[config.mk]
export PLATFORM = sky130hd
export DESIGN_NAME = stereo_voice_mixer_unit
export DESIGN_NICKNAME = d
export VERILOG_FILES = /design/src/design/svm_pkg.sv /design/src/design/svm_seq.sv /design/src/design/svm_datapath.sv /design/src/design/stereo_voice_mixer_unit.sv
export SDC_FILE = /design/constraint.sdc
export NUM_CORES = 1
export LEC_CHECK = 0
export ABC_AREA = 1
export BUFFER_PORTS_ARGS = -buffer_cell sky130_fd_sc_hd__buf_2
export CORE_MARGIN = 2
export CORE_UTILIZATION = 25
export DETAILED_ROUTE_END_ITERATION = 12
export GPL_ROUTABILITY_DRIVEN = 1
export SYNTH_ARGS = -nofsm -noshare
export SYNTH_HDL_FRONTEND = slang
export SYNTH_SLANG_ARGS = --single-unit
[constraint.sdc]
create_clock -name i_clk -period 12.7 [get_ports i_clk]
set_clock_uncertainty 0.2 [all_clocks]
set_input_delay 1.905 -clock i_clk [delete_from_list [all_inputs] [get_ports i_clk]]
set_output_delay 1.905 -clock i_clk [all_outputs]
set_load 0.03 [all_outputs]
[src/design/svm_pkg.sv]
`timescale 1ns / 1ps
// svm_pkg: shared types, codes and constants of the stereo voice mixer
// used by svm_seq, svm_datapath and the top level; depends on nothing

package svm_pkg;

    localparam int RING_INDEX_BITS_DEF = 16;

    localparam int CFG_INDEX_W = 3;
    localparam int CFG_DATA_W  = 10;

    localparam logic [CFG_INDEX_W-1:0] CFG_MASTER_VOLUME  = 3'd0;
    localparam logic [CFG_INDEX_W-1:0] CFG_OUTPUT_8BIT    = 3'd1;
    localparam logic [CFG_INDEX_W-1:0] CFG_OUTPUT_STEREO  = 3'd2;
    localparam logic [CFG_INDEX_W-1:0] CFG_RING_SIZE_LOG2 = 3'd3;

    localparam logic [9:0]  MASTER_VOLUME_RST  = 10'd256;
    localparam logic [4:0]  RING_SIZE_LOG2_RST = 5'd14;

    localparam logic [15:0] SAT_MAX  = 16'h7fff;
    localparam logic [15:0] SAT_MIN  = 16'h8000;
    localparam logic [7:0]  OFFSET_8 = 8'h80;

    localparam int PROD_W = 42;

    typedef enum logic [2:0] {
        ST_IDLE,
        ST_VOICE_L,
        ST_VOICE_R,
        ST_VOICE_ACC,
        ST_MIX_L,
        ST_OUT_L,
        ST_OUT_R
    } t_state;

    typedef enum logic [1:0] {
        MSEL_VOICE_L,
        MSEL_VOICE_R,
        MSEL_SUM_L,
        MSEL_SUM_R
    } t_mul_sel;

    typedef struct packed {
        t_mul_sel mul_sel;
        logic     prod_en;
        logic     acc_l;
        logic     acc_r;
        logic     clear;
        logic     word_load;
        logic     word_right;
        logic     word_last;
        logic     wp_bump;
    } t_dp_ctrl;

    typedef struct packed {
        logic [15:0] sample;
        logic        is_8bit;
        logic [9:0]  lvol;
        logic [9:0]  rvol;
        logic        active;
        logic        last;
    } t_voice;

endpackage

[src/design/svm_seq.sv]
`timescale 1ns / 1ps
// svm_seq: sequencer that steps the shared multiplier through one item
// depends on svm_pkg

module svm_seq
    import svm_pkg::*;
(
    input  logic     i_clk,
    input  logic     i_rst_n,
    input  logic     i_in_fire,
    input  logic     i_last,
    input  logic     i_stereo,
    input  logic     i_out_free,
    output logic     o_ready,
    output t_dp_ctrl o_ctrl
);

    t_state r_state;
    t_state n_state;

    always_ff @(posedge i_clk) begin
        if (!i_rst_n) begin
            r_state <= ST_IDLE;
        end else begin
            r_state <= n_state;
        end
    end

    always_comb begin
        n_state = r_state;
        case (r_state)
            ST_IDLE: begin
                if (i_in_fire) n_state = ST_VOICE_L;
            end
            ST_VOICE_L:   n_state = ST_VOICE_R;
            ST_VOICE_R:   n_state = ST_VOICE_ACC;
            ST_VOICE_ACC: n_state = i_last ? ST_MIX_L : ST_IDLE;
            ST_MIX_L:     n_state = ST_OUT_L;
            ST_OUT_L: begin
                if (i_out_free) n_state = i_stereo ? ST_OUT_R : ST_IDLE;
            end
            ST_OUT_R: begin
                if (i_out_free) n_state = ST_IDLE;
            end
            default:      n_state = ST_IDLE;
        endcase
    end

    always_comb begin
        o_ready = (r_state == ST_IDLE);
        o_ctrl  = '0;
        o_ctrl.mul_sel = MSEL_VOICE_L;
        case (r_state)
            ST_VOICE_L: begin
                o_ctrl.mul_sel = MSEL_VOICE_L;
                o_ctrl.prod_en = 1'b1;
            end
            ST_VOICE_R: begin
                o_ctrl.acc_l   = 1'b1;
                o_ctrl.mul_sel = MSEL_VOICE_R;
                o_ctrl.prod_en = 1'b1;
            end
            ST_VOICE_ACC: begin
                o_ctrl.acc_r = 1'b1;
            end
            ST_MIX_L: begin
                o_ctrl.mul_sel = MSEL_SUM_L;
                o_ctrl.prod_en = 1'b1;
            end
            ST_OUT_L: begin
                o_ctrl.mul_sel = MSEL_SUM_R;
                if (i_out_free) begin
                    o_ctrl.prod_en    = 1'b1;
                    o_ctrl.clear      = 1'b1;
                    o_ctrl.word_load  = 1'b1;
                    o_ctrl.word_right = 1'b0;
                    o_ctrl.word_last  = !i_stereo;
                    o_ctrl.wp_bump    = !i_stereo;
                end
            end
            ST_OUT_R: begin
                if (i_out_free) begin
                    o_ctrl.word_load  = 1'b1;
                    o_ctrl.word_right = 1'b1;
                    o_ctrl.word_last  = 1'b1;
                    o_ctrl.wp_bump    = 1'b1;
                end
            end
            default: begin
                o_ctrl.prod_en = 1'b0;
            end
        endcase
    end

endmodule

[src/design/svm_datapath.sv]
`timescale 1ns / 1ps
// svm_datapath: shared signed multiplier, product register, mix sums and clip
// depends on svm_pkg; steered by svm_seq

module svm_datapath
    import svm_pkg::*;
(
    input  logic        i_clk,
    input  logic        i_rst_n,
    input  t_dp_ctrl    i_ctrl,
    input  t_voice      i_voice,
    input  logic [9:0]  i_master,
    input  logic        i_out_8bit,
    output logic [15:0] o_word
);

    logic signed [PROD_W-1:0] r_prod;
    logic [31:0]              r_left_sum;
    logic [31:0]              r_right_sum;

    logic [9:0]               w_vol;
    logic [7:0]               w_vol8;
    logic signed [31:0]       w_op_a;
    logic [9:0]               w_op_b;
    logic signed [42:0]       w_mul;
    logic [31:0]              w_term;
    logic signed [33:0]       w_mix;
    logic [15:0]              w_clip;

    always_comb begin
        w_vol  = (i_ctrl.mul_sel == MSEL_VOICE_R) ? i_voice.rvol : i_voice.lvol;
        w_vol8 = (w_vol > 10'd255) ? 8'd255 : w_vol[7:0];
        case (i_ctrl.mul_sel)
            MSEL_VOICE_L, MSEL_VOICE_R: begin
                if (i_voice.is_8bit) begin
                    w_op_a = {{24{i_voice.sample[7]}}, i_voice.sample[7:0]};
                    w_op_b = {2'b00, w_vol8[7:3], 3'b000};
                end else begin
                    w_op_a = {{16{i_voice.sample[15]}}, i_voice.sample};
                    w_op_b = w_vol;
                end
            end
            MSEL_SUM_L: begin
                w_op_a = r_left_sum;
                w_op_b = i_master;
            end
            MSEL_SUM_R: begin
                w_op_a = r_right_sum;
                w_op_b = i_master;
            end
            default: begin
                w_op_a = '0;
                w_op_b = '0;
            end
        endcase
        w_mul = w_op_a * $signed({1'b0, w_op_b});
    end

    // 8-bit voice terms carry no scaling shift
    assign w_term = i_voice.is_8bit ? r_prod[31:0] : r_prod[39:8];

    always_ff @(posedge i_clk) begin
        if (i_ctrl.prod_en) begin
            r_prod <= w_mul[PROD_W-1:0];
        end
    end

    always_ff @(posedge i_clk) begin
        if (!i_rst_n) begin
            r_left_sum  <= '0;
            r_right_sum <= '0;
        end else if (i_ctrl.clear) begin
            r_left_sum  <= '0;
            r_right_sum <= '0;
        end else begin
            if (i_ctrl.acc_l && i_voice.active) r_left_sum <= r_left_sum + w_term;
            if (i_ctrl.acc_r && i_voice.active) r_right_sum <= r_right_sum + w_term;
        end
    end

    always_comb begin
        w_mix = r_prod[PROD_W-1:8];
        if (!w_mix[33] && (|w_mix[32:15])) begin
            w_clip = SAT_MAX;
        end else if (w_mix[33] && !(&w_mix[32:15])) begin
            w_clip = SAT_MIN;
        end else begin
            w_clip = w_mix[15:0];
        end
        o_word = i_out_8bit ? {8'h00, w_clip[15:8] ^ OFFSET_8} : w_clip;
    end

endmodule

[src/design/stereo_voice_mixer_unit.sv]
`timescale 1ns / 1ps
// stereo_voice_mixer_unit: top level of the stereo voice mixer
// depends on svm_pkg, svm_seq and svm_datapath
//
// usage
//   s_axis carries one voice sample per item; tlast closes the output frame.
//   m_axis carries mixed words: left then right in stereo, left only in mono,
//   with the ring index beside each word and tlast on the frame's final word.
//   the cfg channel writes the four registers, always ready; the user must
//   write it only while no item is in progress; the unit does not enforce it.
// timing
//   one signed multiplier is shared: two products per voice, two per frame.
//   tready is low from accept until the sequencer is back in idle. a voice
//   item steps through VOICE_L, VOICE_R and VOICE_ACC; a frame-closing item
//   goes on to MIX_L, OUT_L (left word) and in stereo OUT_R (right word).
//   a stalled receiver holds the sequencer in its output step; the output
//   register keeps the last word while the next voice items are accepted.
// reset
//   sums and frame position clear, registers take their reset values.

module stereo_voice_mixer_unit
    import svm_pkg::*;
#(
    parameter int RING_INDEX_BITS = RING_INDEX_BITS_DEF
) (
    input  logic                   i_clk,
    input  logic                   i_rst_n,
    input  logic                   s_axis_tvalid,
    output logic                   s_axis_tready,
    // [15:0] sample_value, [25:16] left_volume, [35:26] right_volume
    input  logic [39:0]            s_axis_tdata,
    // [0] voice_is_8bit, [1] voice_active
    input  logic [1:0]             s_axis_tuser,
    input  logic                   s_axis_tlast,
    output logic                   m_axis_tvalid,
    input  logic                   m_axis_tready,
    // [15:0] out_data, [31:16] ring_index
    output logic [31:0]            m_axis_tdata,
    // [0] is_right
    output logic                   m_axis_tuser,
    output logic                   m_axis_tlast,
    input  logic                   i_cfg_valid,
    output logic                   o_cfg_ready,
    input  logic [CFG_INDEX_W-1:0] i_cfg_index,
    input  logic [CFG_DATA_W-1:0]  i_cfg_data
);

    logic [9:0]                 r_master;
    logic                       r_out_8bit;
    logic                       r_stereo;
    logic [4:0]                 r_ring_log2;
    logic [RING_INDEX_BITS-1:0] r_wp;
    t_voice                     r_voice;

    logic                       r_out_valid;
    logic [15:0]                r_out_data;
    logic [15:0]                r_out_index;
    logic                       r_out_right;
    logic                       r_out_last;

    t_dp_ctrl                   w_ctrl;
    logic                       w_ready;
    logic                       w_in_fire;
    logic                       w_out_free;
    logic [15:0]                w_word;
    logic [4:0]                 w_lg;
    logic [31:0]                w_idx;
    logic [15:0]                w_ring;

    assign w_in_fire     = s_axis_tvalid && w_ready;
    assign s_axis_tready = w_ready;
    assign w_out_free    = !r_out_valid || m_axis_tready;
    assign o_cfg_ready   = 1'b1;

    always_ff @(posedge i_clk) begin
        if (!i_rst_n) begin
            r_master    <= MASTER_VOLUME_RST;
            r_out_8bit  <= 1'b0;
            r_stereo    <= 1'b1;
            r_ring_log2 <= RING_SIZE_LOG2_RST;
        end else if (i_cfg_valid) begin
            case (i_cfg_index)
                CFG_MASTER_VOLUME:  r_master    <= i_cfg_data[9:0];
                CFG_OUTPUT_8BIT:    r_out_8bit  <= i_cfg_data[0];
                CFG_OUTPUT_STEREO:  r_stereo    <= i_cfg_data[0];
                CFG_RING_SIZE_LOG2: r_ring_log2 <= i_cfg_data[4:0];
                default:            r_master    <= r_master;
            endcase
        end
    end

    always_ff @(posedge i_clk) begin
        if (w_in_fire) begin
            r_voice.sample  <= s_axis_tdata[15:0];
            r_voice.lvol    <= s_axis_tdata[25:16];
            r_voice.rvol    <= s_axis_tdata[35:26];
            r_voice.is_8bit <= s_axis_tuser[0];
            r_voice.active  <= s_axis_tuser[1];
            r_voice.last    <= s_axis_tlast;
        end
    end

    svm_seq u_seq (
        .i_clk      (i_clk),
        .i_rst_n    (i_rst_n),
        .i_in_fire  (w_in_fire),
        .i_last     (r_voice.last),
        .i_stereo   (r_stereo),
        .i_out_free (w_out_free),
        .o_ready    (w_ready),
        .o_ctrl     (w_ctrl)
    );

    svm_datapath u_datapath (
        .i_clk      (i_clk),
        .i_rst_n    (i_rst_n),
        .i_ctrl     (w_ctrl),
        .i_voice    (r_voice),
        .i_master   (r_master),
        .i_out_8bit (r_out_8bit),
        .o_word     (w_word)
    );

    // ring index, wrapped by the clamped ring size
    always_comb begin
        if (r_ring_log2 == 5'd0) begin
            w_lg = 5'd1;
        end else if (r_ring_log2 > 5'(RING_INDEX_BITS)) begin
            w_lg = 5'(RING_INDEX_BITS);
        end else begin
            w_lg = r_ring_log2;
        end
        w_idx = (32'(r_wp) << r_stereo) | 32'(w_ctrl.word_right);
        for (int b = 0; b < 16; b++) begin
            w_ring[b] = w_idx[b] && (5'(b) < w_lg);
        end
    end

    always_ff @(posedge i_clk) begin
        if (!i_rst_n) begin
            r_wp <= '0;
        end else if (w_ctrl.wp_bump) begin
            r_wp <= r_wp + 1'b1;
        end
    end

    always_ff @(posedge i_clk) begin
        if (!i_rst_n) begin
            r_out_valid <= 1'b0;
        end else if (w_ctrl.word_load) begin
            r_out_valid <= 1'b1;
        end else if (m_axis_tready) begin
            r_out_valid <= 1'b0;
        end
    end

    always_ff @(posedge i_clk) begin
        if (w_ctrl.word_load) begin
            r_out_data  <= w_word;
            r_out_index <= w_ring;
            r_out_right <= w_ctrl.word_right;
            r_out_last  <= w_ctrl.word_last;
        end
    end

    assign m_axis_tvalid = r_out_valid;
    assign m_axis_tdata  = {r_out_index, r_out_data};
    assign m_axis_tuser  = r_out_right;
    assign m_axis_tlast  = r_out_last;

endmodule

# Word level (Yosys, flattened, before mapping)

Index checks and enable logic that the tools add are counted.

Add/subtract/negate cells: 3
Multipliers: 1
Div/mod/pow operators: 0
Order comparisons: 18
Equality and inequality tests: 15
Shifts and indexed selects: 1
Multiplexer cells: 29
Bitwise operators: 3
Reduce and logical (&&, ||, !) cells: 42

Operators with widths:

| cell                                                                        | count |
|---|---|
| 32-bit case mux with 3 select lines                                         | 1 |
| 32-bit adder                                                                | 2 |
| 32-bit two-way mux                                                          | 2 |
| 32-bit by 11-bit multiplier with 42-bit output                              | 1 |
| 4-bit by 5-bit less-than comparator with 1-bit output, first input constant | 8 |
| 16-bit two-way mux                                                          | 2 |
| 1-bit logical AND                                                           | 21 |
| 3-bit case mux with 7 select lines                                          | 1 |
| 3-bit by 5-bit less-than comparator with 1-bit output, first input constant | 4 |
| 10-bit two-way mux                                                          | 2 |
| 10-bit case mux with 2 select lines                                         | 1 |
| 18-bit AND reduction                                                        | 1 |
| 18-bit OR reduction                                                         | 1 |
| 16-bit by 1-bit adder with 16-bit output, second input constant             | 1 |
| 8-bit two-way mux                                                           | 2 |
| 16-bit by 1-bit bitwise OR with 16-bit output                               | 1 |
| 16-bit by 1-bit left shift with 16-bit output                               | 1 |
| 3-bit two-way mux                                                           | 5 |
| 5-bit two-way mux                                                           | 3 |
| 3-bit by 2-bit == test with 1-bit output, second input constant             | 4 |
| 10-bit by 8-bit > comparator with 1-bit output, second input constant       | 1 |
| 1-bit by 5-bit less-than comparator with 1-bit output, first input constant | 2 |
| 2-bit by 5-bit less-than comparator with 1-bit output, first input constant | 2 |
| 3-bit == test, second input constant                                        | 3 |
| 21 further kinds                                                            | 40 |

Bits in registers: 216
Bits in latches: 0
RAM bits: 0
ROM bits: 0
Memories: 0

# Longest topological paths before layout

Depth in word-level cells: 9
Depth in mapped cells: 35
Gate-level depth less buffers: 33

# Hierarchy

From an unflattened synthesis, not the netlist that was laid out.

Cell total of the unflattened synthesis: 3407
Area total of the unflattened synthesis: 25370.6 um^2

Modules (own cells, without submodules):

| module                  | instances | cells each | area each (um^2) | sequential area each (um^2) |
|---|---|---|---|---|
| svm_datapath            | 1         | 3014       | 21081.5          | 2542.4 |
| stereo_voice_mixer_unit | 1         | 344        | 3995.1           | 2872.8 |
| svm_seq                 | 1         | 49         | 294.0            | 60.1 |

# Worst setup path before layout

OpenSTA, ideal clock, no wires.

Path kind: register to register
From: register u_seq.r_state[0]
To: register u_datapath.r_prod[40], data pin
Data arrival time: 5.633 ns
Data required time: 12.247 ns
Slack: 6.615 ns
Stages on the path, launching flop included: 30
Buffers on the path: 1
Period minus slack after synthesis: 6.085 ns
Path through: dfxtp_1 nor2_1 inv_2 nor2_4 inv_2 nand2_4 inv_2 o21ai_4 buf_4 nand2_2 nor2_1 inv_1 fa_1 inv_1 fa_1 inv_1 fa_1 inv_1 fa_1 inv_1 fa_1 inv_1 ha_1 inv_1 nor3_1 nand2_1 nor3_1 o21ai_0 nand4_1 nand2_1

Cells in the longest elaborated chain, start to end: 9
Elaborated cells on any way between the ends: 17
Classes of those cells: mul: 1; order compare: 1; eq/ne: 6; mux: 6; reduce/logical: 3

Ends and longest elaborated chain:

| item                                                                      | line                                   | source |
|---|---|---|
| start, declared                                                           | svm_seq.sv:18                          | `t_state r_state;` |
| start signal, assigned                                                    | svm_seq.sv:25                          | `r_state <= n_state;` |
| 3-bit == test or 3-bit by 2-bit == test with 1-bit output (tied branches) | svm_seq.sv:53                          | `case (r_state)` |
| 2-bit case mux with 3 select lines (*)                                    | svm_seq.sv:53                          |  |
| 2-bit by 1-bit == test with 1-bit output                                  | svm_datapath.sv:31, svm_datapath.sv:33 |  |
| 10-bit two-way mux                                                        | svm_datapath.sv:31                     | `w_vol = (i_ctrl.mul_sel == MSEL_VOICE_R) ? i_voice.rvol : i_voice.lvol;` |
| 10-bit by 8-bit > comparator with 1-bit output                            | svm_datapath.sv:32                     | `w_vol8 = (w_vol > 10'd255) ? 8'd255 : w_vol[7:0];` |
| 8-bit two-way mux                                                         | svm_datapath.sv:32                     |  |
| 10-bit two-way mux                                                        | svm_datapath.sv:35                     | `if (i_voice.is_8bit) begin` |
| 10-bit case mux with 2 select lines                                       | svm_datapath.sv:33                     | `case (i_ctrl.mul_sel)` |
| 32-bit by 11-bit multiplier with 42-bit output (*)                        | svm_datapath.sv:56                     | `w_mul = w_op_a * $signed({1'b0, w_op_b});` |
| via u_datapath.w_mul[40]                                                  | svm_datapath.sv:25                     | `logic signed [42:0] w_mul;` |
| end signal, assigned                                                      | svm_datapath.sv:64                     | `r_prod <= w_mul[PROD_W-1:0];` |
| end, declared                                                             | svm_datapath.sv:17                     | `logic signed [PROD_W-1:0] r_prod;` |

Mark *: on every way through the listed nets, which the timed path passes. The rest lies on a longest branch.
A chain may end at the register's enable or synchronous reset.

# Worst setup path after layout

From: register u_seq.r_state[0]
To: register u_datapath.r_prod[22], data pin

Same word-level chain as after synthesis.

==> out/metrics.yaml <==
logic_synthesis:
  synthesis.nets: 3906
  synth_area_um2: 25050
  synthesis.instances: 3420
  synth_seq_cells: 216
  synth_flop_cell: "sky130_fd_sc_hd__edfxtp_1"
  ys_top_cells_by_area: "sky130_fd_sc_hd__fa_1 22%, sky130_fd_sc_hd__edfxtp_1 14%, sky130_fd_sc_hd__nand2_1 11%, sky130_fd_sc_hd__inv_1 11%, sky130_fd_sc_hd__dfxtp_1 8.1%"
  ys_async_sr_fraction: 0
  post_synth_num_cell_types: 52
  most_instantiated_cells_after_synthesis: "767 x sky130_fd_sc_hd__nand2_1, 745 x sky130_fd_sc_hd__inv_1, 388 x sky130_fd_sc_hd__nor2_1"
  synth-warning-count: 0
  yosys.area.top_type: "sky130_fd_sc_hd__fa_1"
  synth.yosys.seq_area_share: 0.2185
  post-synth-top-area-fraction: 0.2173
  number_of_enable_flip_flop_cells_after_synthesis: 115
  syn_area_per_cell_um2: 7.326
  yosys.cell_count.top_type: "sky130_fd_sc_hd__nand2_1"
finish:
  drive_above_1_share: 0.05630
  fillers: 10902
  finish.cell_count_without_fillers: 4797
  nNetsFinal: 3967
  antenna-diode-count: 0
  area_delta_synth_final_pct: 10.63
drt:
  viasPerCell: 4.593
  avgRoutedWirePerCell_um: 16.37
  detailroute.wirelength.met2_um: 36210
  topRoutingLayerUsed: "met4"
  route.final.wire_length_um: 78540
  met3WireLength_um: 4136
  wl_met1_um: 35610
  drcViolationCount: 0
  detailed_router_s_first_iteration_violation_count: 1760
  num_vias: 22031
  drtPass1Iterations: 8
  ant_nets: 0
clock_tree:
  postCtsHoldBufs: 0
  ctsRootBufferMaster: "sky130_fd_sc_hd__clkbuf_16"
  clock_sink_count: 216
  cts_repair_resize_count: 0
  clock_latency_ps: 560
  cts_made_buffers: 24
  tritoncts: "done"
  clk_path_buf_depth: 3
  cts_max_level: 1
  clkTransAtPathRegs_ps: 70
  number_of_buffers_inserted_to_repair_setup_after_cts: 0
worst_setup_path:
  r2r_setup_slack_ps: 4020
  slowest_stage: "sky130_fd_sc_hd__o21ai_2"
  critPathLaunchType: "flop"
  crit_path_max_incr_delay_ps: 710
  timing.critical_path.to_type: "flop"
  worst_ep_arrival_time_ps: 8810
  crit_path_max_fanout: 35
  setup_crit_path_kind: "flop to flop"
  worst_ep_required_time_ps: 12830
timing:
  finalCritPeriodShare: 0.6831
  setup-violations-final: 0
  hold_viol: 0
  worst-slew-pin-transition_ps: 1234
  worst_slew_margin_rel: 0.1761
  setup-tns-final_ps: 0
  whs_ps: 256.5
  drv_slew: 0
  max_clock_freq_ghz: 0.1153
  period_needed_ps: 8675
  rsz_0062_raised_after_global_routing: "false"
place:
  port-buffer-count: 92
  gp_routability_congestion: 0.9707
  placedCellCount: 4753
  place.detailed.hpwl_um: 64570
grt:
  grt_util_all_layers: 0.1525
  grt_pass1_vias: 21899
  grt.overflow.total: 0
  grt_max_degree: 59
  initial_antenna_violation_count: 0
  global_route_wire_length_before_repair_um: 123600
floorplan:
  fp-row-count: 116
  ioPinCount: 98
  core-area_um2: 99710
  die-area_um2: 102800
  start_util: 0.2513
  fp.dieW_um: 320.6
  vert_die_dim_um: 320.6
run_status:
  run_status: "complete, no violations"
worst_hold_path:
  min_path_type: "flop to flop"
run:
  cap_violations: 0
==> path summary, 6_finish.rpt <==
| check | start | end | cells after the start |
|---|---|---|---|
| worst max-delay path | u_seq.r_state[0] | u_datapath.r_prod[22] | 27 |
| worst min-delay path | r_master[0] | r_master[0] | 2 |
| worst max register to register | u_seq.r_state[0] | u_datapath.r_prod[22] | 27 |
| worst min register to register | r_master[0] | r_master[0] | 2 |
==> cell type report <==
cell class	count	area, µm²	share of cell area
well taps	1298	1624	0.05860
flip-flops and latches	216	5475	0.1975
inverters	762	2860	0.1032
clock inverters	14	146.4	0.005282
clock buffers	30	674.4	0.02433
repair buffers	110	595.6	0.02149
multi-input cells	2367	16340	0.5896
==> state kept, by name, summed over array words and instances (netlist names), 3 cells and up <==
signal	flops
u_datapath.r_left_sum	32
u_seq.r_state	3
u_datapath.r_right_sum	32
u_datapath.r_prod	42
r_out_index	16
r_ring_log2	5
r_voice	39
r_out_data	16
r_wp	16
r_master	10
==> kinds of logic (layout without fill, tap and decap cells) <==
group	Yosys count	count (layout)	synth area share
compound gates	477	477	0.1090
xor+xnor	65	65	0.02272
fa+ha+maj	425	425	0.2937
buf+inv	837	916	0.1298
flops	216	216	0.2185
mux	1	1	0.0003995
other cells	1	1	0.0001497
simple gates	1398	1398	0.2256
==> per-layer routing <==
| layer | GRT usage | vias to the layer above |
|---|---|---|
| met3 | 0.01440 | 123 |
| met1 | 0.2062 | 10575 |
| met4 | 0.04737 | 0 |
| li1 | - | 10720 |
| met2 | 0.2564 | 613 |
| met5 | 0 | - |
==> cells in the final DEF (no fill, tap or decap), drive strengths merged, types with 8 or more instances in the layout <==
cell	Yosys	final
xor2	52	52
o211ai	36	36
xnor2	13	13
ha	153	153
o21ai	160	160
nand3b	8	8
nand3	135	135
nor2	391	391
nor3	44	44
nand4	32	32
a21oi	201	201
clkinv	2	8
inv	760	765
buf	43	110
o21bai	27	27
nand2	771	771
a31oi	12	12
o21a	15	15
dfxtp	101	101
clkbuf	32	30
fa	272	272
edfxtp	115	115
==> critical path: cells and delay by family, from the launching register on <==
kind,cells,cell delay (ps)
and+or+nand+nor,9,1850
xor gates and xnor gates,1,330
AOI/OAI and AO/OA,3,1340
DFF,1,330
buffers and inverters,8,1440
adders and majority gates,6,2930
==> per-stage QoR <==
step                utilization  setup slack [ps]  cell area (µm²)
CTS                      0.2780              4067            27720
finish                   0.2780              4025            27720
global placement         0.2697              4125            26900
floorplan                     -              6615            25050
global route             0.2780              3647            27720
detailed placement       0.2697              4089            26900
Power is left out: the tool's default activity adds up to more than one toggle a clock period on the data nets, which glitch-free logic cannot reach.
